===== src/design/tce_pkg.sv =====
package tce_pkg;

    localparam int COLUMNS     = 80;
    localparam int ROWS        = 25;
    localparam int MAX_ARGS    = 4;
    localparam int CELLS       = COLUMNS * ROWS;
    localparam int QUEUE_DEPTH = 2;

    localparam int IDX_W  = 11;
    localparam int WORD_W = 16;
    localparam int ATTR_W = 8;
    localparam int CHR_W  = 8;
    localparam int ARG_W  = 16;
    localparam int ADDR_W = $clog2(CELLS);
    localparam int LIN_W  = ADDR_W + 1;
    localparam int ROW_W  = $clog2(ROWS + 1);
    localparam int COL_W  = $clog2(COLUMNS + 1);
    localparam int ARGC_W = $clog2(MAX_ARGS + 2);
    localparam int ARGI_W = $clog2(MAX_ARGS);
    localparam int QPTR_W = $clog2(QUEUE_DEPTH);
    localparam int QCNT_W = $clog2(QUEUE_DEPTH + 1);

    localparam int ARG_MAX    = 65535;
    localparam int RECIP_SH   = 20;
    localparam int ROW_RECIP  = (1 << RECIP_SH) / ROWS + 1;
    localparam int COL_RECIP  = (1 << RECIP_SH) / COLUMNS + 1;
    localparam int SAT_ROW    = ARG_MAX % ROWS;
    localparam int SAT_COL    = ARG_MAX % COLUMNS;

    localparam logic [CHR_W-1:0] CH_ESC   = 8'h1B;
    localparam logic [CHR_W-1:0] CH_LBRK  = 8'h5B;
    localparam logic [CHR_W-1:0] CH_SEMI  = 8'h3B;
    localparam logic [CHR_W-1:0] CH_HOME  = 8'h48;
    localparam logic [CHR_W-1:0] CH_CLR   = 8'h4A;
    localparam logic [CHR_W-1:0] CH_ERASE = 8'h4B;
    localparam logic [CHR_W-1:0] CH_GOTO  = 8'h66;
    localparam logic [CHR_W-1:0] CH_CR    = 8'h0D;
    localparam logic [CHR_W-1:0] CH_LF    = 8'h0A;
    localparam logic [CHR_W-1:0] CH_BS    = 8'h08;
    localparam logic [CHR_W-1:0] CH_TAB   = 8'h09;
    localparam logic [CHR_W-1:0] CH_ZERO  = 8'h30;
    localparam logic [CHR_W-1:0] CH_NINE  = 8'h39;
    localparam logic [CHR_W-1:0] CH_PR_LO = 8'h20;
    localparam logic [CHR_W-1:0] CH_PR_HI = 8'h7E;
    localparam logic [WORD_W-1:0] BLANK_CELL = 16'h0020;
    localparam logic [WORD_W-1:0] ATTR_MASK  = 16'hFF00;

    typedef enum logic [0:0] {
        OPC_PUT  = 1'b0,
        OPC_READ = 1'b1
    } opc_t;

    typedef enum logic [1:0] {
        M_NORMAL,
        M_ESCAPE,
        M_BRACKET
    } mode_t;

    typedef enum logic [2:0] {
        OP_READ,
        OP_RAW,
        OP_ESC_RAW,
        OP_HOME,
        OP_WIPE_ALL,
        OP_WIPE_LINE,
        OP_GOTO,
        OP_NOP
    } op_kind_t;

    typedef struct packed {
        op_kind_t            kind;
        logic [CHR_W-1:0]    chr;
        logic [ADDR_W-1:0]   idx;
        logic                idx_ok;
        logic [ROW_W-1:0]    row;
        logic [COL_W-1:0]    col;
    } op_t;

    typedef enum logic [2:0] {
        B_CLEAR,
        B_IDLE,
        B_READ,
        B_PUT,
        B_SCROLL,
        B_FILL,
        B_WIPE,
        B_EMIT
    } back_state_t;

    // residue by reciprocal multiply; exact for x below 2**RECIP_SH / divisor
    function automatic logic [ROW_W-1:0] mod_rows(input logic [11:0] x);
        logic [31:0] q;
        logic [31:0] r;
        q = (32'(x) * 32'(ROW_RECIP)) >> RECIP_SH;
        r = 32'(x) - q * 32'(ROWS);
        if (r >= 32'(ROWS))
        begin
            r = r - 32'(ROWS);
        end
        return r[ROW_W-1:0];
    endfunction

    function automatic logic [COL_W-1:0] mod_cols(input logic [11:0] x);
        logic [31:0] q;
        logic [31:0] r;
        q = (32'(x) * 32'(COL_RECIP)) >> RECIP_SH;
        r = 32'(x) - q * 32'(COLUMNS);
        if (r >= 32'(COLUMNS))
        begin
            r = r - 32'(COLUMNS);
        end
        return r[COL_W-1:0];
    endfunction

endpackage


===== src/design/tce_front.sv =====
module tce_front
    import tce_pkg::*;
(
    input  logic              clk,
    input  logic              rst_n,
    input  logic              take,
    input  logic              opcode,
    input  logic [CHR_W-1:0]  char_byte,
    input  logic [IDX_W-1:0]  cell_index,
    output logic              push,
    output op_t               push_op
);

    mode_t              mode_reg, mode_next;
    logic [ARGC_W-1:0]  argc_reg, argc_next;
    logic [ARG_W-1:0]   arg_reg [MAX_ARGS];
    logic [ARG_W-1:0]   arg_next [MAX_ARGS];
    logic [ROW_W-1:0]   rres_reg, rres_next;
    logic [COL_W-1:0]   cres_reg, cres_next;

    logic [ARGC_W-1:0]  cnt;
    logic [ARGI_W-1:0]  ai;
    logic [19:0]        prod;
    logic               sat;
    logic [3:0]         digit;
    logic               printable;

    always_comb
    begin
        mode_next = mode_reg;
        argc_next = argc_reg;
        rres_next = rres_reg;
        cres_next = cres_reg;
        for (int i = 0; i < MAX_ARGS; i++)
        begin
            arg_next[i] = arg_reg[i];
        end
        push_op        = '0;
        push_op.kind   = OP_NOP;
        push_op.chr    = char_byte;
        push_op.idx    = ADDR_W'(cell_index);
        push_op.idx_ok = (32'(cell_index) < 32'(CELLS));
        push_op.row    = (arg_reg[0] == '0) ? '0 :
                         (rres_reg == '0) ? ROW_W'(ROWS - 1) : rres_reg - 1'b1;
        push_op.col    = cres_reg;

        cnt       = (argc_reg == '0) ? ARGC_W'(1) : argc_reg;
        ai        = ARGI_W'(cnt - 1'b1);
        digit     = 4'(char_byte - CH_ZERO);
        prod      = 20'(arg_reg[ai]) * 20'd10 + 20'(digit);
        sat       = (prod > 20'(ARG_MAX));
        printable = (char_byte >= CH_PR_LO) && (char_byte <= CH_PR_HI);

        if (opcode == OPC_READ)
        begin
            push_op.kind = OP_READ;
        end
        else
        begin
            unique case (mode_reg)
                M_NORMAL:
                begin
                    if (char_byte == CH_ESC)
                    begin
                        mode_next = M_ESCAPE;
                        argc_next = '0;
                        rres_next = '0;
                        cres_next = '0;
                        for (int i = 0; i < MAX_ARGS; i++)
                        begin
                            arg_next[i] = '0;
                        end
                    end
                    else
                    begin
                        push_op.kind = OP_RAW;
                    end
                end
                M_ESCAPE:
                begin
                    if (char_byte == CH_LBRK)
                    begin
                        mode_next = M_BRACKET;
                    end
                    else
                    begin
                        mode_next    = M_NORMAL;
                        push_op.kind = OP_ESC_RAW;
                    end
                end
                M_BRACKET:
                begin
                    if (!printable)
                    begin
                        mode_next = M_NORMAL;
                    end
                    else if (char_byte >= CH_ZERO && char_byte <= CH_NINE)
                    begin
                        argc_next = cnt;
                        if (32'(cnt) <= 32'(MAX_ARGS))
                        begin
                            arg_next[ai] = sat ? ARG_W'(ARG_MAX) : prod[ARG_W-1:0];
                            if (ai == ARGI_W'(0))
                            begin
                                rres_next = sat ? ROW_W'(SAT_ROW)
                                          : mod_rows(12'(rres_reg) * 12'd10 + 12'(digit));
                            end
                            if (ai == ARGI_W'(1))
                            begin
                                cres_next = sat ? COL_W'(SAT_COL)
                                          : mod_cols(12'(cres_reg) * 12'd10 + 12'(digit));
                            end
                        end
                    end
                    else if (char_byte == CH_SEMI)
                    begin
                        if (32'(argc_reg) <= 32'(MAX_ARGS))
                        begin
                            argc_next = argc_reg + 1'b1;
                        end
                    end
                    else
                    begin
                        mode_next = M_NORMAL;
                        if (char_byte == CH_HOME)
                        begin
                            push_op.kind = OP_HOME;
                        end
                        else if (char_byte == CH_CLR)
                        begin
                            push_op.kind = OP_WIPE_ALL;
                        end
                        else if (char_byte == CH_ERASE && argc_reg == ARGC_W'(1))
                        begin
                            push_op.kind = OP_WIPE_LINE;
                        end
                        else if (char_byte == CH_GOTO && argc_reg == ARGC_W'(2))
                        begin
                            push_op.kind = OP_GOTO;
                        end
                    end
                end
                default:
                begin
                    mode_next = M_NORMAL;
                end
            endcase
        end
    end

    always_ff @(posedge clk or negedge rst_n)
    begin
        if (!rst_n)
        begin
            mode_reg <= M_NORMAL;
            argc_reg <= '0;
            rres_reg <= '0;
            cres_reg <= '0;
            for (int i = 0; i < MAX_ARGS; i++)
            begin
                arg_reg[i] <= '0;
            end
        end
        else if (take)
        begin
            mode_reg <= mode_next;
            argc_reg <= argc_next;
            rres_reg <= rres_next;
            cres_reg <= cres_next;
            for (int i = 0; i < MAX_ARGS; i++)
            begin
                arg_reg[i] <= arg_next[i];
            end
        end
    end

    assign push = take;

endmodule


===== config.mk =====
export PLATFORM = sky130hd
export DESIGN_NAME = tce_front
export DESIGN_NICKNAME = d
export VERILOG_FILES = /design/src/design/tce_pkg.sv /design/src/design/tce_front.sv
export SDC_FILE = /design/constraint.sdc
export NUM_CORES = 1
export LEC_CHECK = 0
export ABC_AREA = 0
export BUFFER_PORTS_ARGS = -buffer_cell sky130_fd_sc_hd__buf_2
export CORE_ASPECT_RATIO = 1.1
export CORE_UTILIZATION = 50
export CTS_BUF_LIST = sky130_fd_sc_hd__clkbuf_4 sky130_fd_sc_hd__clkbuf_8
export DETAILED_ROUTE_END_ITERATION = 6
export PLACE_DENSITY = 0.65
export SYNTH_ARGS = -nofsm -noshare
export SYNTH_HDL_FRONTEND = slang
export SYNTH_SLANG_ARGS = --single-unit

===== constraint.sdc =====
create_clock -name clk -period 11.8 [get_ports clk]
set_clock_uncertainty 0.1 [all_clocks]
set_input_delay 0.59 -clock clk [delete_from_list [all_inputs] [get_ports clk]]
set_output_delay 0.59 -clock clk [all_outputs]
set_load 0.01 [all_outputs]

## Word level (Yosys, flattened, before mapping)

Index checks and enable logic that the tools add are counted.

| storage, ports and cells | value |
|---|---|
| latch bits | 0 |
| register bits | 81 |
| RAM bits | 0 |
| input port bits | 23 |
| memory bits (read-only) | 0 |
| memories kept | 0 |

| cells by class | value |
|---|---|
| reduce and logical (&&, ||, !) cells | 16 |
| multiplexer cells | 54 |
| $add $sub $neg | 11 |
| eq/ne operators | 22 |
| bitwise operators | 2 |
| magnitude comparators | 12 |
| divide/modulo/power cells | 0 |
| shift-type cells | 0 |
| multipliers | 7 |

Operators with widths:

| operator | count |
|---|---|
| 64-bit 2-to-1 mux | 4 |
| 64-bit case mux with 2 select lines | 1 |
| 64-bit bitwise mux | 1 |
| 16-bit 2-to-1 mux | 4 |
| 7-bit 2-to-1 mux | 7 |
| 5-bit 2-to-1 mux | 9 |
| 8-bit by 7-bit == test with 1-bit output, second input constant | 5 |
| 3-bit 2-to-1 mux | 13 |
| 16-bit binary-select mux with 2-bit select | 1 |
| 16-bit demux with 2-bit select | 1 |
| 32-bit by 5-bit >= comparator with 1-bit output, second input constant | 1 |
| 32-bit by 7-bit >= comparator with 1-bit output, second input constant | 1 |
| 12-bit by 12-bit multiplier with 24-bit output, second input constant | 1 |
| 10-bit by 13-bit multiplier with 23-bit output, second input constant | 1 |
| 20-bit by 4-bit adder with 20-bit output | 1 |
| 20-bit by 16-bit > comparator with 1-bit output, second input constant | 1 |
| 16-bit by 3-bit multiplier with 19-bit output, second input constant | 1 |
| 8-bit by 6-bit >= comparator with 1-bit output, second input constant | 2 |
| 16-bit logical NOT | 1 |
| 8-bit AND reduction | 2 |
| 2-bit 2-to-1 mux | 7 |
| 7-bit case mux with 2 select lines | 1 |
| 7-bit AND reduction | 2 |
| 12-bit by 13-bit subtractor with 14-bit output | 1 |
| 40 further kinds | 55 |

## Longest topological paths before layout

| logic depth | value |
|---|---|
| depth in word-level cells | 16 |
| gate-level depth with buffers | 45 |

## Worst setup path before layout

No wires, ideal clock.

| timing path | value |
|---|---|
| path type | register to register |
| start | reg rres_reg[1] |
| end | reg rres_reg[4] |
| required time | 11.578 ns |
| path buffers | 0 |
| arrival time | 9.781 ns |
| path slack | 1.797 ns |
| cell stages (with the launch flop) | 43 |
| clock period less this slack | 10.003 ns |
| cell sequence | dfrtp_1 > ha_1 > ha_1 > fa_1 > nand2_1 > nor2_1 > nand2_1 > nor3b_1 > a221o_1 > fa_1 > xnor2_1 > ha_1 > inv_1 > fa_1 > fa_1 > inv_1 > fa_1 > ha_1 > [... 7 more ...] > o21a_1 > nor2_1 > xnor2_1 > ha_1 > fa_1 > ha_1 > inv_1 > ha_1 > o21ai_0 > nand2b_1 > a21oi_1 > nor2_1 > o311ai_0 > nand4_1 > a221oi_2 > o221ai_4 > a21o_1 > a32o_1 |

| between the ends | value |
|---|---|
| cells in the longest elaborated chain, start to end | 13 |
| elaborated cells between the ends (all ways) | 14 |
| those cells by class | 3 x add/sub; 3 x mul; 1 x order compare; 7 x mux |

RTL lines:

| item | RTL line | source |
|---|---|---|
| start, declared | tce_front.sv:18 | `logic [ROW_W-1:0] rres_reg, rres_next;` |
| start signal, assigned | tce_front.sv:168 | `rres_reg <= rres_next;` |
| 5-bit by 3-bit multiplier with 8-bit output * | tce_front.sv:106 | `: mod_rows(12'(rres_reg) * 12'd10 + 12'(digit));` |
| 9-bit by 4-bit adder with 10-bit output * | tce_front.sv:106 |  |
| 10-bit by 13-bit multiplier with 23-bit output | tce_pkg.sv:94 | `q = (32'(x) * 32'(ROW_RECIP)) >> RECIP_SH;` |
| 6-bit by 5-bit multiplier with 11-bit output | tce_pkg.sv:95 | `r = 32'(x) - q * 32'(ROWS);` |
| 10-bit by 11-bit subtractor with 12-bit output * | tce_pkg.sv:95 |  |
| 32-bit by 5-bit >= comparator with 1-bit output or 5-bit by 4-bit subtractor with 5-bit output (tied branches) | tce_pkg.sv:96, tce_pkg.sv:98 |  |
| 5-bit 2-to-1 mux * | tce_pkg.sv:96 | `if (r >= 32'(ROWS))` |
| 5-bit 2-to-1 mux * | tce_front.sv:105 | `rres_next = sat ? ROW_W'(SAT_ROW)` |
| 5-bit 2-to-1 mux * | tce_front.sv:103 | `if (ai == ARGI_W'(0))` |
| 5-bit 2-to-1 mux * | tce_front.sv:100 | `if (32'(cnt) <= 32'(MAX_ARGS))` |
| 5-bit 2-to-1 mux * | tce_front.sv:97 | `else if (char_byte >= CH_ZERO && char_byte <= CH_NINE)` |
| 5-bit 2-to-1 mux * | tce_front.sv:93 | `if (!printable)` |
| 5-bit case mux with 2 select lines * | tce_front.sv:60 | `unique case (mode_reg)` |

Mark *: on every way between the ends. The rest lies on a longest branch, timed or not. The select of a mux whose other input is x is not followed.
A chain may end at the register's enable or synchronous reset.

## Worst setup path after layout

| timing path | value |
|---|---|
| start | reg rres_reg[3] |
| end | reg rres_reg[3] |

The elaborated chain is that of the path after synthesis.

==> impl_metrics.json <==
{
  "num_io_pins": 59,
  "tns_ns": 0,
  "end_kind": "flip-flop",
  "slew_headroom": 0.237,
  "max_freq_mhz": 91.4,
  "cts_buffers": 9,
  "r2r_slack_ns": 0.86,
  "powerDensity_nw_per_um2": 63.1,
  "final_core_util": 0.540,
  "critPathKind": "flip-flop to flip-flop",
  "netlist_top_cells_count": "ha_1 (267), inv_1 (233), nand2_1 (127), fa_1 (86), dfrtp_1 (81)",
  "placed_area_sq_um": 13400,
  "multi_input_area_sq_um": 9760,
  "dieArea_sq_um": 26400,
  "startpoint_type": "flip-flop",
  "crit_path_max_fanout": 9,
  "die_x_microns": 155,
  "grt_max_degree": 52,
  "synth_area_sq_um": 12900,
  "vias": 9886,
  "worst_slew_pin_slew_ns": 1.14,
  "timing.rr.start": "rres_reg[3]$_DFFE_PN0P_",
  "globalplace.congestion": 0.852,
  "drv_slew": 0,
  "ys_warn_count": 0,
  "stdcell_area_sq_um": 13700,
  "yosys.cell_count.top_type": "ha_1",
  "syn_to_final_growth_pct": 6.02,
  "antenna_found_initial": 1,
  "ys_types": 95,
  "fin_crit_sh": 0.927,
  "drtIter0Drc": 450,
  "chipHeight_microns": 170,
  "clk_latency_ns": 0.39,
  "async_reset_ff_frac": 1.00,
  "synth.top_cell.area_share": 0.259,
  "period_needed_ns": 10.94,
  "ff2ff_path_depth": 41,
  "crit_path_top_delay_cell": "a2111oi_0",
  "hold_violations": 0,
  "grt_pass1_vias": 10200,
  "yosys-top-cells-area": "ha_1 (26%), dfrtp_1 (16%), fa_1 (13%), inv_1 (6.8%), nand2_1 (3.7%)",
  "seq_area_sq_um": 2030,
  "fillers": 2373,
  "dpl.hpwl_mm": 24.5,
  "grt-ovfl-total": 0,
  "grt_first_pass_wirelength_mm": 50.6,
  "drtAntennaViolNets": 0,
  "hold_buffers": 0,
  "routed_wl_mm": 29.9,
  "yosysSeqAreaShare": 0.157,
  "crit_end": "rres_reg[3]$_DFFE_PN0P_",
  "yosysTopAreaCell": "ha_1",
  "clk_path_buf_depth": 2,
  "crit_required_ns": 11.97,
  "syn_inst": 1425,
  "cts_tree": "yes",
  "cp_common_cell": "ha_1",
  "wl_per_cell_microns": 16.5,
  "htree_levels": 3,
  "firstDrtPassIters": 5,
  "root_buffer": "clkbuf_8",
  "ctsResizeCount": 0,
  "rsz0062_at_grt": "false",
  "p_total_uw": 862,
  "hp-class": "input pin to asynchronous set/reset pin",
  "largest_reg_flops": 64,
  "drive_above_1_share": 0.0999,
  "drc": 0,
  "cpPeakStageDelay_ns": 0.64,
  "holdWs_ns": 0.0434,
  "final_nets": 1842,
  "r2r_end": "rres_reg[3]$_DFFE_PN0P_",
  "status": "finished, final reports clean",
  "ys_ff_latch": 81,
  "setup_viol": 0,
  "grt.total_usage": 0.245,
  "cts.sinks": 81,
  "rows": 61,
  "synth_ff_type": "dfrtp_1",
  "avgViaCountPerCell": 5.44,
  "post-cts-setup-buffers": 0,
  "synth_area_per_cell_sq_um": 9.04,
  "synth_edf_count": 0,
  "crit_start": "rres_reg[3]$_DFFE_PN0P_",
  "path_clk_slew_ns": 0.09,
  "start_util": 0.510,
  "cap_violations": 0,
  "vdd_drop_max_v": 0.0000850,
  "crit_arrival_ns": 11.11,
  "io_buffers": 50,
  "core_sq_um": 25300,
  "p_leak_uw": 0.00727
}
## cell usage in the layout, fill, tap and decap left out, types with 8 or more instances in the layout
cell and instances:
conb_1 13, inv_1 233, nand2b_1 13, fa_1 86
nor2_2 12, nand4_1 8, xnor2_1 43, a21oi_1 45
nor4_1 11, ha_1 267, dfrtp_1 81, buf_4 12
xor2_1 30, nor3_1 18, o21ai_0 76, nand2_1 127
mux4_2 15, nand3_1 23, nor2b_1 26, o21a_1 8
a21o_1 22, buf_2 49, o21ai_1 33, nor2_1 58
clkbuf_8 11
## final cells by class
type	instances	area share
Sequential cell	81	0.148
Antenna cell	1	0.000183
Timing Repair Buffer	61	0.0246
Clock buffer	12	0.0116
Clock inverter	4	0.00412
Inverter	235	0.0646
Tap cell	346	0.0317
Multi-Input combinational cell	1078	0.715
## kinds of logic (layout without fill, tap and decap cells)
kind of cell / after synthesis / count (layout) / synth area share
fa+ha+maj: 353 / 353 / 0.393
simple gates: 350 / 350 / 0.139
buf+inv: 278 / 312 / 0.0895
compound gates: 265 / 265 / 0.136
flops: 81 / 81 / 0.157
xor+xnor: 74 / 74 / 0.0503
mux: 23 / 23 / 0.0337
other cells: 1 / 14 / 0.000291
## critical path: cells and delay by family, from the launching register on
kind,cells,cell delay [ns]
flip-flops,1,0.46
buffers and inverters,4,0.20
XOR/XNOR,2,0.30
AO/OA/AOI/OAI,8,2.43
adder cells (fa/ha/maj),13,5.07
AND/OR/NAND/NOR,14,2.26
## metrics by stage
stage | cells | worst slack [ns]
after floorplan | 1437 | 1.80
after global placement | 1801 | 1.16
after detailed placement | 1801 | 0.830
after CTS | 1817 | 0.865
after global routing | 1818 | 0.0392
final | 1818 | 0.861
## worst min-delay path by stage
stage | slack [ns] | cells past startpoint | to
CTS | 0.06 | 1 | argc_reg[1]$_DFFE_PN0P_
finish | 0.04 | 1 | rres_reg[3]$_DFFE_PN0P_
global route | 0.08 | 1 | rres_reg[3]$_DFFE_PN0P_
floorplan | 0.19 | 0 | arg_reg[0]$_DFFE_PN0P_
detailed placement | 0.37 | 2 | arg_reg[8]$_DFFE_PN0P_
global placement | 0.36 | 2 | arg_reg[12]$_DFFE_PN0P_
## layer usage
metal / GRT usage / wire length (microns) / vias to the layer above
li1: - / - / 4928
met1: 0.310 / 13300 / 4768
met2: 0.429 / 14900 / 145
met3: 0.0303 / 988 / 45
met4: 0.0870 / 783 / 0
met5: 0 / 0 / -
## power breakdown
part | total, uW | switching, uW | internal, uW | leakage, uW
sequential | 285 | 4.84 | 280 | 0.00112
combinational | 348 | 208 | 140 | 0.00605
clock | 229 | 115 | 114 | 0.000111
Note: power is estimated with default switching activity, not from simulation.
