--- src/design/tce_pkg.sv ---
package tce_pkg;

    localparam int COLUMNS     = 80;
    localparam int ROWS        = 25;
    localparam int MAX_ARGS    = 4;
    localparam int CELLS       = COLUMNS * ROWS;
    localparam int QUEUE_DEPTH = 2;

    localparam int IDX_W  = 11;
    localparam int WORD_W = 16;
    localparam int ATTR_W = 8;
    localparam int CHR_W  = 8;
    localparam int ARG_W  = 16;
    localparam int ADDR_W = $clog2(CELLS);
    localparam int LIN_W  = ADDR_W + 1;
    localparam int ROW_W  = $clog2(ROWS + 1);
    localparam int COL_W  = $clog2(COLUMNS + 1);
    localparam int ARGC_W = $clog2(MAX_ARGS + 2);
    localparam int ARGI_W = $clog2(MAX_ARGS);
    localparam int QPTR_W = $clog2(QUEUE_DEPTH);
    localparam int QCNT_W = $clog2(QUEUE_DEPTH + 1);

    localparam int ARG_MAX    = 65535;
    localparam int RECIP_SH   = 20;
    localparam int ROW_RECIP  = (1 << RECIP_SH) / ROWS + 1;
    localparam int COL_RECIP  = (1 << RECIP_SH) / COLUMNS + 1;
    localparam int SAT_ROW    = ARG_MAX % ROWS;
    localparam int SAT_COL    = ARG_MAX % COLUMNS;

    localparam logic [CHR_W-1:0] CH_ESC   = 8'h1B;
    localparam logic [CHR_W-1:0] CH_LBRK  = 8'h5B;
    localparam logic [CHR_W-1:0] CH_SEMI  = 8'h3B;
    localparam logic [CHR_W-1:0] CH_HOME  = 8'h48;
    localparam logic [CHR_W-1:0] CH_CLR   = 8'h4A;
    localparam logic [CHR_W-1:0] CH_ERASE = 8'h4B;
    localparam logic [CHR_W-1:0] CH_GOTO  = 8'h66;
    localparam logic [CHR_W-1:0] CH_CR    = 8'h0D;
    localparam logic [CHR_W-1:0] CH_LF    = 8'h0A;
    localparam logic [CHR_W-1:0] CH_BS    = 8'h08;
    localparam logic [CHR_W-1:0] CH_TAB   = 8'h09;
    localparam logic [CHR_W-1:0] CH_ZERO  = 8'h30;
    localparam logic [CHR_W-1:0] CH_NINE  = 8'h39;
    localparam logic [CHR_W-1:0] CH_PR_LO = 8'h20;
    localparam logic [CHR_W-1:0] CH_PR_HI = 8'h7E;
    localparam logic [WORD_W-1:0] BLANK_CELL = 16'h0020;
    localparam logic [WORD_W-1:0] ATTR_MASK  = 16'hFF00;

    typedef enum logic [0:0] {
        OPC_PUT  = 1'b0,
        OPC_READ = 1'b1
    } opc_t;

    typedef enum logic [1:0] {
        M_NORMAL,
        M_ESCAPE,
        M_BRACKET
    } mode_t;

    typedef enum logic [2:0] {
        OP_READ,
        OP_RAW,
        OP_ESC_RAW,
        OP_HOME,
        OP_WIPE_ALL,
        OP_WIPE_LINE,
        OP_GOTO,
        OP_NOP
    } op_kind_t;

    typedef struct packed {
        op_kind_t            kind;
        logic [CHR_W-1:0]    chr;
        logic [ADDR_W-1:0]   idx;
        logic                idx_ok;
        logic [ROW_W-1:0]    row;
        logic [COL_W-1:0]    col;
    } op_t;

    typedef enum logic [2:0] {
        B_CLEAR,
        B_IDLE,
        B_READ,
        B_PUT,
        B_SCROLL,
        B_FILL,
        B_WIPE,
        B_EMIT
    } back_state_t;

    // residue by reciprocal multiply; exact for x below 2**RECIP_SH / divisor
    function automatic logic [ROW_W-1:0] mod_rows(input logic [11:0] x);
        logic [31:0] q;
        logic [31:0] r;
        q = (32'(x) * 32'(ROW_RECIP)) >> RECIP_SH;
        r = 32'(x) - q * 32'(ROWS);
        if (r >= 32'(ROWS))
        begin
            r = r - 32'(ROWS);
        end
        return r[ROW_W-1:0];
    endfunction

    function automatic logic [COL_W-1:0] mod_cols(input logic [11:0] x);
        logic [31:0] q;
        logic [31:0] r;
        q = (32'(x) * 32'(COL_RECIP)) >> RECIP_SH;
        r = 32'(x) - q * 32'(COLUMNS);
        if (r >= 32'(COLUMNS))
        begin
            r = r - 32'(COLUMNS);
        end
        return r[COL_W-1:0];
    endfunction

endpackage

--- src/design/tce_queue.sv ---
module tce_queue
    import tce_pkg::*;
(
    input  logic clk,
    input  logic rst_n,
    input  logic push,
    input  op_t  push_op,
    input  logic pop,
    output op_t  head_op,
    output logic empty,
    output logic full
);

    op_t               slot_reg [QUEUE_DEPTH];
    logic [QPTR_W-1:0] wr_reg, wr_next;
    logic [QPTR_W-1:0] rd_reg, rd_next;
    logic [QCNT_W-1:0] cnt_reg, cnt_next;

    always_comb
    begin
        wr_next  = wr_reg;
        rd_next  = rd_reg;
        cnt_next = cnt_reg;
        if (push)
        begin
            wr_next = (wr_reg == QPTR_W'(QUEUE_DEPTH - 1)) ? '0 : wr_reg + 1'b1;
        end
        if (pop)
        begin
            rd_next = (rd_reg == QPTR_W'(QUEUE_DEPTH - 1)) ? '0 : rd_reg + 1'b1;
        end
        if (push && !pop)
        begin
            cnt_next = cnt_reg + 1'b1;
        end
        else if (pop && !push)
        begin
            cnt_next = cnt_reg - 1'b1;
        end
    end

    always_ff @(posedge clk or negedge rst_n)
    begin
        if (!rst_n)
        begin
            wr_reg  <= '0;
            rd_reg  <= '0;
            cnt_reg <= '0;
        end
        else
        begin
            wr_reg  <= wr_next;
            rd_reg  <= rd_next;
            cnt_reg <= cnt_next;
        end
    end

    always_ff @(posedge clk)
    begin
        if (push)
        begin
            slot_reg[wr_reg] <= push_op;
        end
    end

    assign head_op = slot_reg[rd_reg];
    assign empty   = (cnt_reg == '0);
    assign full    = (cnt_reg == QCNT_W'(QUEUE_DEPTH));

endmodule

--- config.mk ---
export PLATFORM = sky130hd
export DESIGN_NAME = tce_queue
export DESIGN_NICKNAME = d
export VERILOG_FILES = /design/src/design/tce_pkg.sv /design/src/design/tce_queue.sv
export SDC_FILE = /design/constraint.sdc
export NUM_CORES = 1
export LEC_CHECK = 0
export ABC_AREA = 1
export BUFFER_PORTS_ARGS = -buffer_cell sky130_fd_sc_hd__buf_2
export CORE_MARGIN = 2
export CORE_UTILIZATION = 49
export CTS_BUF_LIST = sky130_fd_sc_hd__clkbuf_8
export DETAILED_ROUTE_END_ITERATION = 10
export HOLD_SLACK_MARGIN = 0.02
export PLACE_DENSITY = 0.74
export SLEW_MARGIN = 15
export SYNTH_ARGS = -nofsm -noshare
export SYNTH_HDL_FRONTEND = slang
export SYNTH_SLANG_ARGS = --single-unit
--- constraint.sdc ---
create_clock -name clk -period 2.5 [get_ports clk]
set_input_delay 0.25 -clock clk [delete_from_list [all_inputs] [get_ports clk]]
set_output_delay 0.25 -clock clk [all_outputs]
set_load 0.02 [all_outputs]
### Yosys cells after proc, flatten, opt, wreduce, memory -nomap -nowiden

Memories as Yosys holds them, arrays and structs flattened.
Index checks and enable logic that the tools add are counted.

| cells by class | value |
|---|---|
| add/subtract/negate cells | 4 |
| eq/ne operators | 1 |
| multiplexer cells | 6 |
| reduce and logical (&&, ||, !) cells | 6 |

Operators by type and width:

| kind | number |
|---|---|
| 2-to-1 mux 1 bit | 4 |
| 2-to-1 mux 2 bit | 2 |
| adder 1 bit, second input constant | 2 |
| adder 2 x 1 -> 2 bit, second input constant | 1 |
| == test 2 bit, second input constant | 1 |
| logical AND 1 bit | 2 |
| logical NOT 1 bit | 2 |
| logical NOT 2 bit | 1 |
| nonzero test 2 bit | 1 |
| subtractor 2 x 1 -> 2 bit, second input constant | 1 |

| word-level totals | value |
|---|---|
| register bits after elaboration | 4 |
| memory bits (writable) | 70 |
| input bits | 39 |
| output and inout port bits | 37 |
| logic and storage cells | 21 |
| memories kept | 1 |

Memory list:

| memory | depth | bits a word | read ports | clocked after Yosys merged registers in | wr ports | RTL line | RTL |
|---|---|---|---|---|---|---|---|
| slot_reg | 2 | 35 | 1 | 0 | 1 | tce_queue.sv:14 | `op_t slot_reg [QUEUE_DEPTH];` |

### Depth between registers and ports, before layout

Gate-level depths: netlist of run 1.

| depth | value |
|---|---|
| depth after elaboration | 4 |
| gate-level depth with buffers | 7 |
| mapped depth without buffers | 7 |

### Worst setup path after synthesis of run 1

OpenSTA, ideal clock, no wires.

| path | value |
|---|---|
| kind | register to register |
| from | reg wr_reg |
| to | mem slot_reg[0][0] (netlist name) (enable) |
| library setup time | 428 ps |
| arrival time | 1889 ps |
| data required time | 2072 ps |
| path slack | 183 ps |
| stages on the path, launching flop included | 2 |
| buffers on the path | 0 |
| period minus slack after synthesis | 2317 ps |
| path through | dfrtp_1 > nor2_1 |

RTL lines:

| item | RTL line | RTL |
|---|---|---|
| start: declaration | tce_queue.sv:15 | `logic [QPTR_W-1:0] wr_reg, wr_next;` |
| start signal: assignment | tce_queue.sv:52 | `wr_reg <= wr_next;` |
| end: declaration | tce_queue.sv:14 |  |

No word-level cell before the write port.

==> results of run 1 <==
## metal layers
layer	wire length, um	track usage [%]	vias to the layer above
met5	0	0	-
met4	110	10.2	0
met3	316	4.27	9
met2	2280	25.0	54
met1	1860	17.5	668
li1	-	-	682
## worst paths after layout
path	endpoint	slack, ns
setup reg to reg	slot_reg[1][8]	0.98
hold / removal	slot_reg[1][26]	0.09
setup / recovery	head_op[20]	0.44
hold reg to reg	cnt_reg[1]	0.53
min in group asynchronous	cnt_reg[0]	0.23
max in group asynchronous	rd_reg	2.13
## cell usage after synthesis, drive strengths merged
cell type	count
edfxtp	70
mux2	35
inv	7
nand2	5
buf	4
dfrtp	4
nor2	3
xor2	2
ha	1
nand3	1
nand4	1
xnor2	1
## metrics by stage
| step | instance area (um^2) | setup WS, ns | instances |
|---|---|---|---|
| 2_1_floorplan | 2880 | 0.183 | 134 |
| 3_3_place_gp | 3330 | 0.794 | 281 |
| 3_5_place_dp | 3330 | 0.786 | 281 |
| 4_1_cts | 3520 | 0.401 | 298 |
| 5_1_grt | 3520 | 0.361 | 298 |
| 6_report | 3520 | 0.443 | 298 |
## cells in the final DEF, fill, tap and decap left out, types with 2 or more instances in the layout
cell and n:
mux2_2 6, clkbuf_8 9, buf_2 75, xor2_1 2
mux2_4 29, clkinv_1 2, clkinv_2 3, edfxtp_1 70
dfrtp_1 3, nor2_1 2, inv_1 7, nand2_1 5
buf_4 3
## area by class of cell
class / count / area (um^2) / area share [%]
tap: 72 / 90.1 / 2.56
inverter: 7 / 26.3 / 0.746
multi-input combinational: 49 / 591 / 16.8
timing repair buffer: 80 / 428 / 12.1
clock buffer: 9 / 124 / 3.52
sequential: 74 / 2200 / 62.6
clock inverter: 7 / 60.1 / 1.71
## logic make-up after synthesis
group | count (synthesis) | share of synthesized area [%]
fa+ha+maj | 1 | 0.434
xor+xnor | 3 | 0.912
flops | 74 | 76.4
simple gates | 10 | 1.43
mux | 35 | 17.4
buf+inv | 11 | 3.39
## power by group through the flow
| stage | combinational, mW | clock [mW] | sequential [mW] |
|---|---|---|---|
| floorplan | 1.16 | 0 | 1.74 |
| global placement | 1.39 | 0 | 1.81 |
| detailed placement | 1.41 | 0 | 1.82 |
| CTS | 1.42 | 0.883 | 1.79 |
| global route | 1.49 | 0.924 | 1.82 |
| finish | 1.39 | 0.858 | 1.79 |
==> flow_metrics.env, run 1 <==
export IMPL_r2r_cells=3
export IMPL_worstHoldStart="push_op[26]"
export IMPL_cts_root_buf="clkbuf_8"
export IMPL_drc_errors=0
export IMPL_crit_family="flip-flops"
export IMPL_finalCritPeriodShare_pct=82.3
export IMPL_grt_max_degree=36
export IMPL_nets=261
export IMPL_core_area_um2=5610
export IMPL_syn_area_um2=2880
export IMPL_crit_required_ns=2.25
export IMPL_dr_pass1_iters=3
export IMPL_grtUsageTotal_pct=15.3
export IMPL_drive_gt1_share_pct=57.5
export IMPL_cts_repair_resize_count=0
export IMPL_drtIter0Drc=50
export IMPL_yosysTopAreaCellShare_pct=72.9
export IMPL_path_buf_inv=2
export IMPL_rr_startpoint="wr_reg"
export IMPL_yosysTopAreaCell="edfxtp_1"
export IMPL_finClkSkew_ns=0.00660
export IMPL_p_clk_share_pct=21.3
export IMPL_pwr_share_comb_pct=34.5
export IMPL_numCtsBuffers=9
export IMPL_path_class="flop to output port"
export IMPL_cp_depth=3
export IMPL_synth_seq_area_share_pct=76.4
export IMPL_seqPwrFrac_pct=44.3
export IMPL_finalWeightedCongestion=0.723
export IMPL_die_x_um=80.7
export IMPL_finalPower_mw=4.04
export IMPL_grt_pass1_vias=1505
export IMPL_outcome="finished, final reports clean"
export IMPL_crit_slowest_cell="dfrtp_2"
export IMPL_p_sw_mw=1.30
export IMPL_num_vias=1413
export IMPL_postSynthCellCount=134
export IMPL_cts_hold_buffers=1
export IMPL_p_int_mw=2.74
export IMPL_path_clk_slew_ns=0.08
export IMPL_cts_sinks=74
export IMPL_max_cap_violations=0
export IMPL_area_growth_pct=22.2
export IMPL_worst_ep_arrival_time_ns=1.81
export IMPL_start_kind="flop"
export IMPL_fillCellCount=437
export IMPL_syn_avg_cell_area_um2=21.5
export IMPL_hold_path_depth=1
export IMPL_post_cts_buffers=0
export IMPL_p_leak_nw=1.46
export IMPL_portBuffers=75
export IMPL_cts_tree="yes"
export IMPL_cellPowerDensity_nw_per_um2=1150
export IMPL_setup_viol=0
export IMPL_largest_reg_flops=70
export IMPL_dieArea_um2=6510
export IMPL_clock_path_buffers=2
export IMPL_hold_viol=0
export IMPL_antenna_found_initial=0
export IMPL_placementRows=27
export IMPL_rsz0062_at_grt="no"
export IMPL_relSlewSlack_pct=59.0
export IMPL_synth_warnings=0
export IMPL_fmax_ghz=0.486
export IMPL_ys_seq_elements=74
export IMPL_drv_slew=0
export IMPL_hold_path_class="primary input to flop"
export IMPL_grt_pass1_wl_um=6970
export IMPL_globalRouteOverflowTotal=0
export IMPL_critPathLaunch="rd_reg"
export IMPL_dp_hpwl_um=3120
export IMPL_routedWlPerCell_um=15.3
export IMPL_tns_ns=0
export IMPL_ant_nets=0
export IMPL_worst_pin_slew_ns=0.614
export IMPL_cp_max_fo=16
export IMPL_h_tree_depth=3
export IMPL_cp_end_kind="output port"
export IMPL_die_height_um=80.7
export IMPL_crit_path_cell_trace="buf_4 -> mux2_4 -> buf_2"
export IMPL_synth_fp_nets=174
export IMPL_start_util_pct=51.4
export IMPL_clk_latency_ns=0.34
export IMPL_switching_share_pct=32.1
export IMPL_vdd_drop_max_uv=659
export IMPL_antennaDiodeCount=0
export IMPL_routed_wl_um=4570
export IMPL_ios=76
export IMPL_vias_per_cell=4.74
export IMPL_synth_top_cells_by_area="edfxtp_1 73%, mux2_4 15%, dfrtp_1 3.5%"
export IMPL_yosysUniqueCellTypes=14
export IMPL_slowest_delay_ns=0.64
export IMPL_hold_ws_ns=0.0945
export IMPL_fin_crit_ns=2.06
export IMPL_utilization_pct=62.8
No activity file was read; power rests on OpenSTA's default activity.
==> inputs of run 2 (changes only) <==
--- a/config.mk
+++ b/config.mk
@@ -8,11 +8,11 @@
 export ABC_AREA = 1
 export BUFFER_PORTS_ARGS = -buffer_cell sky130_fd_sc_hd__buf_2
 export CORE_MARGIN = 2
-export CORE_UTILIZATION = 49
+export CORE_UTILIZATION = 54
 export CTS_BUF_LIST = sky130_fd_sc_hd__clkbuf_8
 export DETAILED_ROUTE_END_ITERATION = 10
 export HOLD_SLACK_MARGIN = 0.02
-export PLACE_DENSITY = 0.74
+export PLACE_DENSITY = 0.77
 export SLEW_MARGIN = 15
 export SYNTH_ARGS = -nofsm -noshare
 export SYNTH_HDL_FRONTEND = slang
==> constraint.sdc (replaced) <==
create_clock -name clk -period 1.9 [get_ports clk]
set_input_delay 0.19 -clock clk [delete_from_list [all_inputs] [get_ports clk]]
set_output_delay 0.19 -clock clk [all_outputs]
set_load 0.02 [all_outputs]
==> run 2 against run 1 <==
Effect of this change: critical path depth unchanged; hold slack got worse by 0.055 ns; worst setup slack got worse by 0.21 ns; register-to-register slack got worse by 0.29 ns; power increased by 28%; non-clock buffer count increased by 2; via count increased by 3.0%; flip-flop and latch count unchanged; global-route usage increased by 1.5 points; critical endpoint is now head_op[11].
==> flow_metrics.env, run 2 (synthesized netlist as in run 1, its figures left out) <==
export IMPL_outcome="finished, final reports clean"
export IMPL_cellPowerDensity_nw_per_um2=1480
export IMPL_portBuffers=75
export IMPL_ios=76
export IMPL_numCtsBuffers=9
export IMPL_routed_wl_um=4630
export IMPL_dieArea_um2=5940
export IMPL_r2r_cells=3
export IMPL_dr_wl_met2_um=2380
export IMPL_drive_gt1_share_pct=57.0
export IMPL_clk_latency_ns=0.34
export IMPL_path_class="flop to output port"
export IMPL_multiInputGateArea_um2=591
export IMPL_worst_pin_slew_ns=0.336
export IMPL_die_height_um=77.1
export IMPL_drtIter0Drc=86
export IMPL_wl_met3_um=316
export IMPL_dp_slack_ns=0.590
export IMPL_cts_sinks=74
export IMPL_cp_max_fo=13
export IMPL_hold_ws_ns=0.0398
export IMPL_seq_area_um2=2200
export IMPL_vias_per_cell=4.89
export IMPL_cts_root_buf="clkbuf_8"
export IMPL_rr_startpoint="wr_reg"
export IMPL_fmax_ghz=0.599
export IMPL_antennaDiodeCount=0
export IMPL_start_util_pct=56.1
export IMPL_ant_nets=0
export IMPL_routedWlPerCell_um=15.5
export IMPL_rsz0062_at_grt="no"
export IMPL_tns_ns=0
export IMPL_grt_max_degree=25
export IMPL_cts_tree="yes"
export IMPL_grt_pass1_vias=1521
export IMPL_fin_crit_ns=1.67
export IMPL_dp_hpwl_um=3180
export IMPL_layout_setup_ws_ns=0.230
export IMPL_worst_ep_arrival_time_ns=1.48
export IMPL_rrSetupSlack_ns=0.69
export IMPL_hold_path_end="slot_reg[1][25]"
export IMPL_hold_viol=0
export IMPL_finalWeightedCongestion=0.641
export IMPL_routed_top_layer="met4"
export IMPL_grt_pass1_wl_um=7200
export IMPL_placementRows=26
export IMPL_largest_reg_flops=70
export IMPL_die_x_um=77.1
export IMPL_crit_required_ns=1.71
export IMPL_layout_common_cells="75 x buf_2, 70 x edfxtp_1, 29 x mux2_4, 10 x inv_1, 9 x clkbuf_8"
export IMPL_area_growth_pct=21.6
export IMPL_setup_viol=0
export IMPL_start_kind="flop"
export IMPL_finClkSkew_ns=0.00556
export IMPL_utilization_pct=68.2
export IMPL_hold_path_depth=1
export IMPL_max_cap_violations=0
export IMPL_wl_met1_um=1840
export IMPL_h_tree_depth=3
export IMPL_hold_path_class="primary input to flop"
export IMPL_path_clk_slew_ns=0.07
export IMPL_cp_end_kind="output port"
export IMPL_grtUsageTotal_pct=16.7
export IMPL_dpl_cell_area_um2=3340
export IMPL_drv_slew=0
export IMPL_dr_pass1_iters=4
export IMPL_globalRouteOverflowTotal=0
export IMPL_fillCellCount=358
export IMPL_p_leak_nw=1.47
export IMPL_final_area_um2=3500
export IMPL_relSlewSlack_pct=77.6
export IMPL_core_area_um2=5140
export IMPL_clock_path_buffers=2
export IMPL_worstHoldStart="push_op[25]"
export IMPL_antenna_found_initial=0
export IMPL_drc_errors=0
export IMPL_vdd_drop_max_uv=782
export IMPL_post_cts_buffers=0
export IMPL_num_vias=1456
export IMPL_r2r_end="slot_reg[1][12]"
export IMPL_nets=263
export IMPL_layout_commonest_cell="buf_2"
export IMPL_finalCritPeriodShare_pct=87.9
run 2: changes by cell type in the layout (fill, tap and decap cells not counted), sizes merged:
cell      before  now
buf           79   81
bufinv         1    0
clkinv         5    4
clkinvlp       1    0
inv            7   10
run 2: through the flow:
step | std cells | total power, mW
6_report | 298 | 5.17
5_1_grt | 298 | 5.42
4_1_cts | 298 | 5.23
3_5_place_dp | 281 | 4.27
3_3_place_gp | 281 | 4.21
2_1_floorplan | 134 | 3.82
run 2: power breakdown:
| part | internal [mW] | leakage [nW] | total (mW) | switching [mW] |
|---|---|---|---|---|
| Combinational | 0.872 | 0.676 | 1.92 | 1.05 |
| Sequential | 2.17 | 0.703 | 2.29 | 0.120 |
| Clock | 0.448 | 0.0940 | 0.953 | 0.506 |
| Total | 3.49 | 1.47 | 5.17 | 1.68 |
run 2: critical path, cell delays in order (launching register included):
cell and delay, ns:
dfrtp_2 0.39, buf_4 0.27, mux2_4 0.33, buf_2 0.16
run 2: repair_timing:
item | CTS | global route
hold buffers | 1 | 0
gates resized for setup | 0 | 0
endpoints found under the hold margin | 4 | 0
run 2: per-layer routing:
metal / up-vias / global-route usage, %
met3: 10 / 5.53
met1: 702 / 19.8
li1: 684 / -
met2: 60 / 27.3
met4: 0 / 9.11
met5: - / 0
run 2: how the worst max path moves through the flow:
stage / start / to / slack (ns) / cells after the start
2_1_floorplan: wr_reg / slot_reg[0][0] / 0.16 / 1
3_3_place_gp: rd_reg / head_op[10] / 0.60 / 3
3_5_place_dp: rd_reg / head_op[10] / 0.59 / 3
4_1_cts: rd_reg / head_op[11] / 0.22 / 3
5_1_grt: rd_reg / head_op[9] / 0.17 / 3
6_report: rd_reg / head_op[11] / 0.23 / 3
run 2: area by class of cell:
type	instances	area share [%]
multi-input cells	49	16.9
flip-flops and latches	74	62.9
clock buffers	9	3.53
inverters	7	0.750
repair buffers	82	12.6
clock inverters	7	0.857
well taps	70	2.50
==> inputs of run 3 (changes only) <==
--- a/config.mk
+++ b/config.mk
@@ -7,6 +7,7 @@
 export LEC_CHECK = 0
 export ABC_AREA = 1
 export BUFFER_PORTS_ARGS = -buffer_cell sky130_fd_sc_hd__buf_2
+export CORE_ASPECT_RATIO = 1.1
 export CORE_MARGIN = 2
 export CORE_UTILIZATION = 54
 export CTS_BUF_LIST = sky130_fd_sc_hd__clkbuf_8
==> run 3 against run 2 <==
Effect of this change: worst setup slack worse by 0.0055 ns; register-to-register slack hardly changed; global-route usage is 0.57 points higher; non-clock buffer count is 1 higher; sequential share of layout area is 0.45 points higher; hold slack better by 0.010 ns; final area is 0.71% lower; flip-flop and latch count stayed put; combinational power hardly changed; sequential power hardly changed; fmax is 0.33% lower; clock-buffer cell count stayed put; critical path type unchanged; largest power group unchanged; highest routed layer unchanged.
==> flow_metrics.env, run 3 (synthesized netlist as in run 1, its figures left out) <==
export IMPL_outcome="finished, final reports clean"
export IMPL_switching_share_pct=32.3
export IMPL_p_clk_share_pct=18.2
export IMPL_numCtsBuffers=9
export IMPL_hold_path_class="primary input to flop"
export IMPL_antenna_found_initial=0
export IMPL_layout_common_cells="75 x buf_2, 70 x edfxtp_1, 29 x mux2_4, 9 x clkbuf_8, 8 x inv_1"
export IMPL_p_leak_nw=1.46
export IMPL_num_vias=1427
export IMPL_fin_crit_ns=1.68
export IMPL_cts_tree="yes"
export IMPL_fmax_ghz=0.597
export IMPL_crit_family="buffers and inverters"
export IMPL_finalWeightedCongestion=0.729
export IMPL_drc_errors=0
export IMPL_routedWlPerCell_um=16.4
export IMPL_globalRouteOverflowTotal=0
export IMPL_slowest_delay_ns=0.39
export IMPL_drv_slew=0
export IMPL_antennaDiodeCount=0
export IMPL_die_x_um=73.7
export IMPL_vdd_drop_max_uv=992
export IMPL_cellPowerDensity_nw_per_um2=1480
export IMPL_routed_wl_um=4680
export IMPL_dieArea_um2=5940
export IMPL_area_growth_pct=20.7
export IMPL_nets=264
export IMPL_worst_pin_slew_ns=0.327
export IMPL_utilization_pct=68.7
export IMPL_cts_root_buf="clkbuf_8"
export IMPL_finalCritPeriodShare_pct=88.2
export IMPL_crit_required_ns=1.71
export IMPL_h_tree_depth=3
export IMPL_dp_cells=270
export IMPL_finClkSkew_ns=0.00692
export IMPL_start_kind="flop"
export IMPL_path_clk_slew_ns=0.07
export IMPL_p_int_mw=3.48
export IMPL_cts_sinks=74
export IMPL_die_height_um=80.6
export IMPL_ios=76
export IMPL_hold_viol=0
export IMPL_grt_pass1_wl_um=7150
export IMPL_layout_commonest_cell="buf_2"
export IMPL_p_sw_mw=1.66
export IMPL_rsz0062_at_grt="no"
export IMPL_cp_max_fo=14
export IMPL_layout_cells_non_filler=285
export IMPL_path_buf_inv=2
export IMPL_crit_slowest_cell="dfrtp_2"
export IMPL_core_area_um2=5070
export IMPL_post_cts_buffers=0
export IMPL_fillCellCount=329
export IMPL_drtIter0Drc=104
export IMPL_vias_per_cell=5.01
export IMPL_dp_hpwl_um=3380
export IMPL_pwr_share_comb_pct=37.1
export IMPL_seqPwrFrac_pct=44.7
export IMPL_worst_ep_arrival_time_ns=1.49
export IMPL_grtUsageTotal_pct=17.3
export IMPL_largest_reg_flops=70
export IMPL_cp_end_kind="output port"
export IMPL_grt_pass1_vias=1519
export IMPL_hold_ws_ns=0.0501
export IMPL_portBuffers=75
export IMPL_tns_ns=0
export IMPL_dr_pass1_iters=4
export IMPL_setup_viol=0
export IMPL_ant_nets=0
export IMPL_clk_latency_ns=0.33
export IMPL_relSlewSlack_pct=78.2
export IMPL_placementRows=27
export IMPL_drive_gt1_share_pct=57.7
export IMPL_path_class="flop to output port"
export IMPL_clock_path_buffers=2
export IMPL_start_util_pct=56.9
export IMPL_crit_path_cell_trace="buf_4 -> mux2_4 -> buf_2"
export IMPL_grt_max_degree=25
export IMPL_max_cap_violations=0
run 3: cell types whose count changed in the layout (fill, tap and decap cells not counted):
cell        previous run  this run
buf_4                  5         7
inv_1                 10         8
buf_12                 1         0
clkinv_2               3         2
clkinvlp_4             0         1
run 3: final timing paths:
| kind | start | to | slack [ns] | cells past startpoint |
|---|---|---|---|---|
| setup / recovery | rd_reg | head_op[27] | 0.22 | 3 |
| hold / removal | push_op[34] | slot_reg[1][34] | 0.05 | 1 |
| setup reg to reg | wr_reg | slot_reg[1][19] | 0.69 | 3 |
| hold reg to reg | wr_reg | wr_reg | 0.55 | 1 |
| max in group asynchronous | rst_n | rd_reg | 1.56 | 2 |
| min in group asynchronous | rst_n | cnt_reg[1] | 0.20 | 2 |
run 3: area by class of cell:
cell class / count / area (um^2) / area share [%]
inverter: 7 / 26.3 / 0.755
sequential: 74 / 2200 / 63.3
tap: 58 / 72.6 / 2.09
timing repair buffer: 83 / 438 / 12.6
multi-input combinational: 49 / 591 / 17.0
clock inverter: 5 / 25.0 / 0.719
clock buffer: 9 / 124 / 3.56
run 3: power groups by stage:
| stage | clock, mW | combinational [mW] | sequential [mW] |
|---|---|---|---|
| 2_1_floorplan | 0 | 1.53 | 2.29 |
| 3_3_place_gp | 0 | 1.89 | 2.30 |
| 3_5_place_dp | 0 | 1.93 | 2.33 |
| 4_1_cts | 0.979 | 1.93 | 2.30 |
| 5_1_grt | 1.05 | 2.04 | 2.32 |
| 6_report | 0.937 | 1.90 | 2.30 |
run 3: repair_timing:
| item | in CTS | in global routing |
|---|---|---|
| hold buffers | 1 | 0 |
| hold endpoints to repair | 4 | 0 |
| gates resized for setup | 0 | 0 |
run 3: layer usage:
layer	wire, um	global-route usage, %	up-vias
met2	2440	29.9	53
met1	1870	18.4	684
met5	0	0	-
met3	321	6.52	4
li1	-	-	686
met4	43	8.18	0
run 3: metrics by stage:
stage | area [um^2] | setup slack (ns) | power [mW]
after floorplan | 2890 | 0.157 | 3.82
after global placement | 3320 | 0.623 | 4.19
after detailed placement | 3320 | 0.564 | 4.26
after CTS | 3480 | 0.196 | 5.21
after global routing | 3480 | 0.161 | 5.41
final | 3480 | 0.225 | 5.14
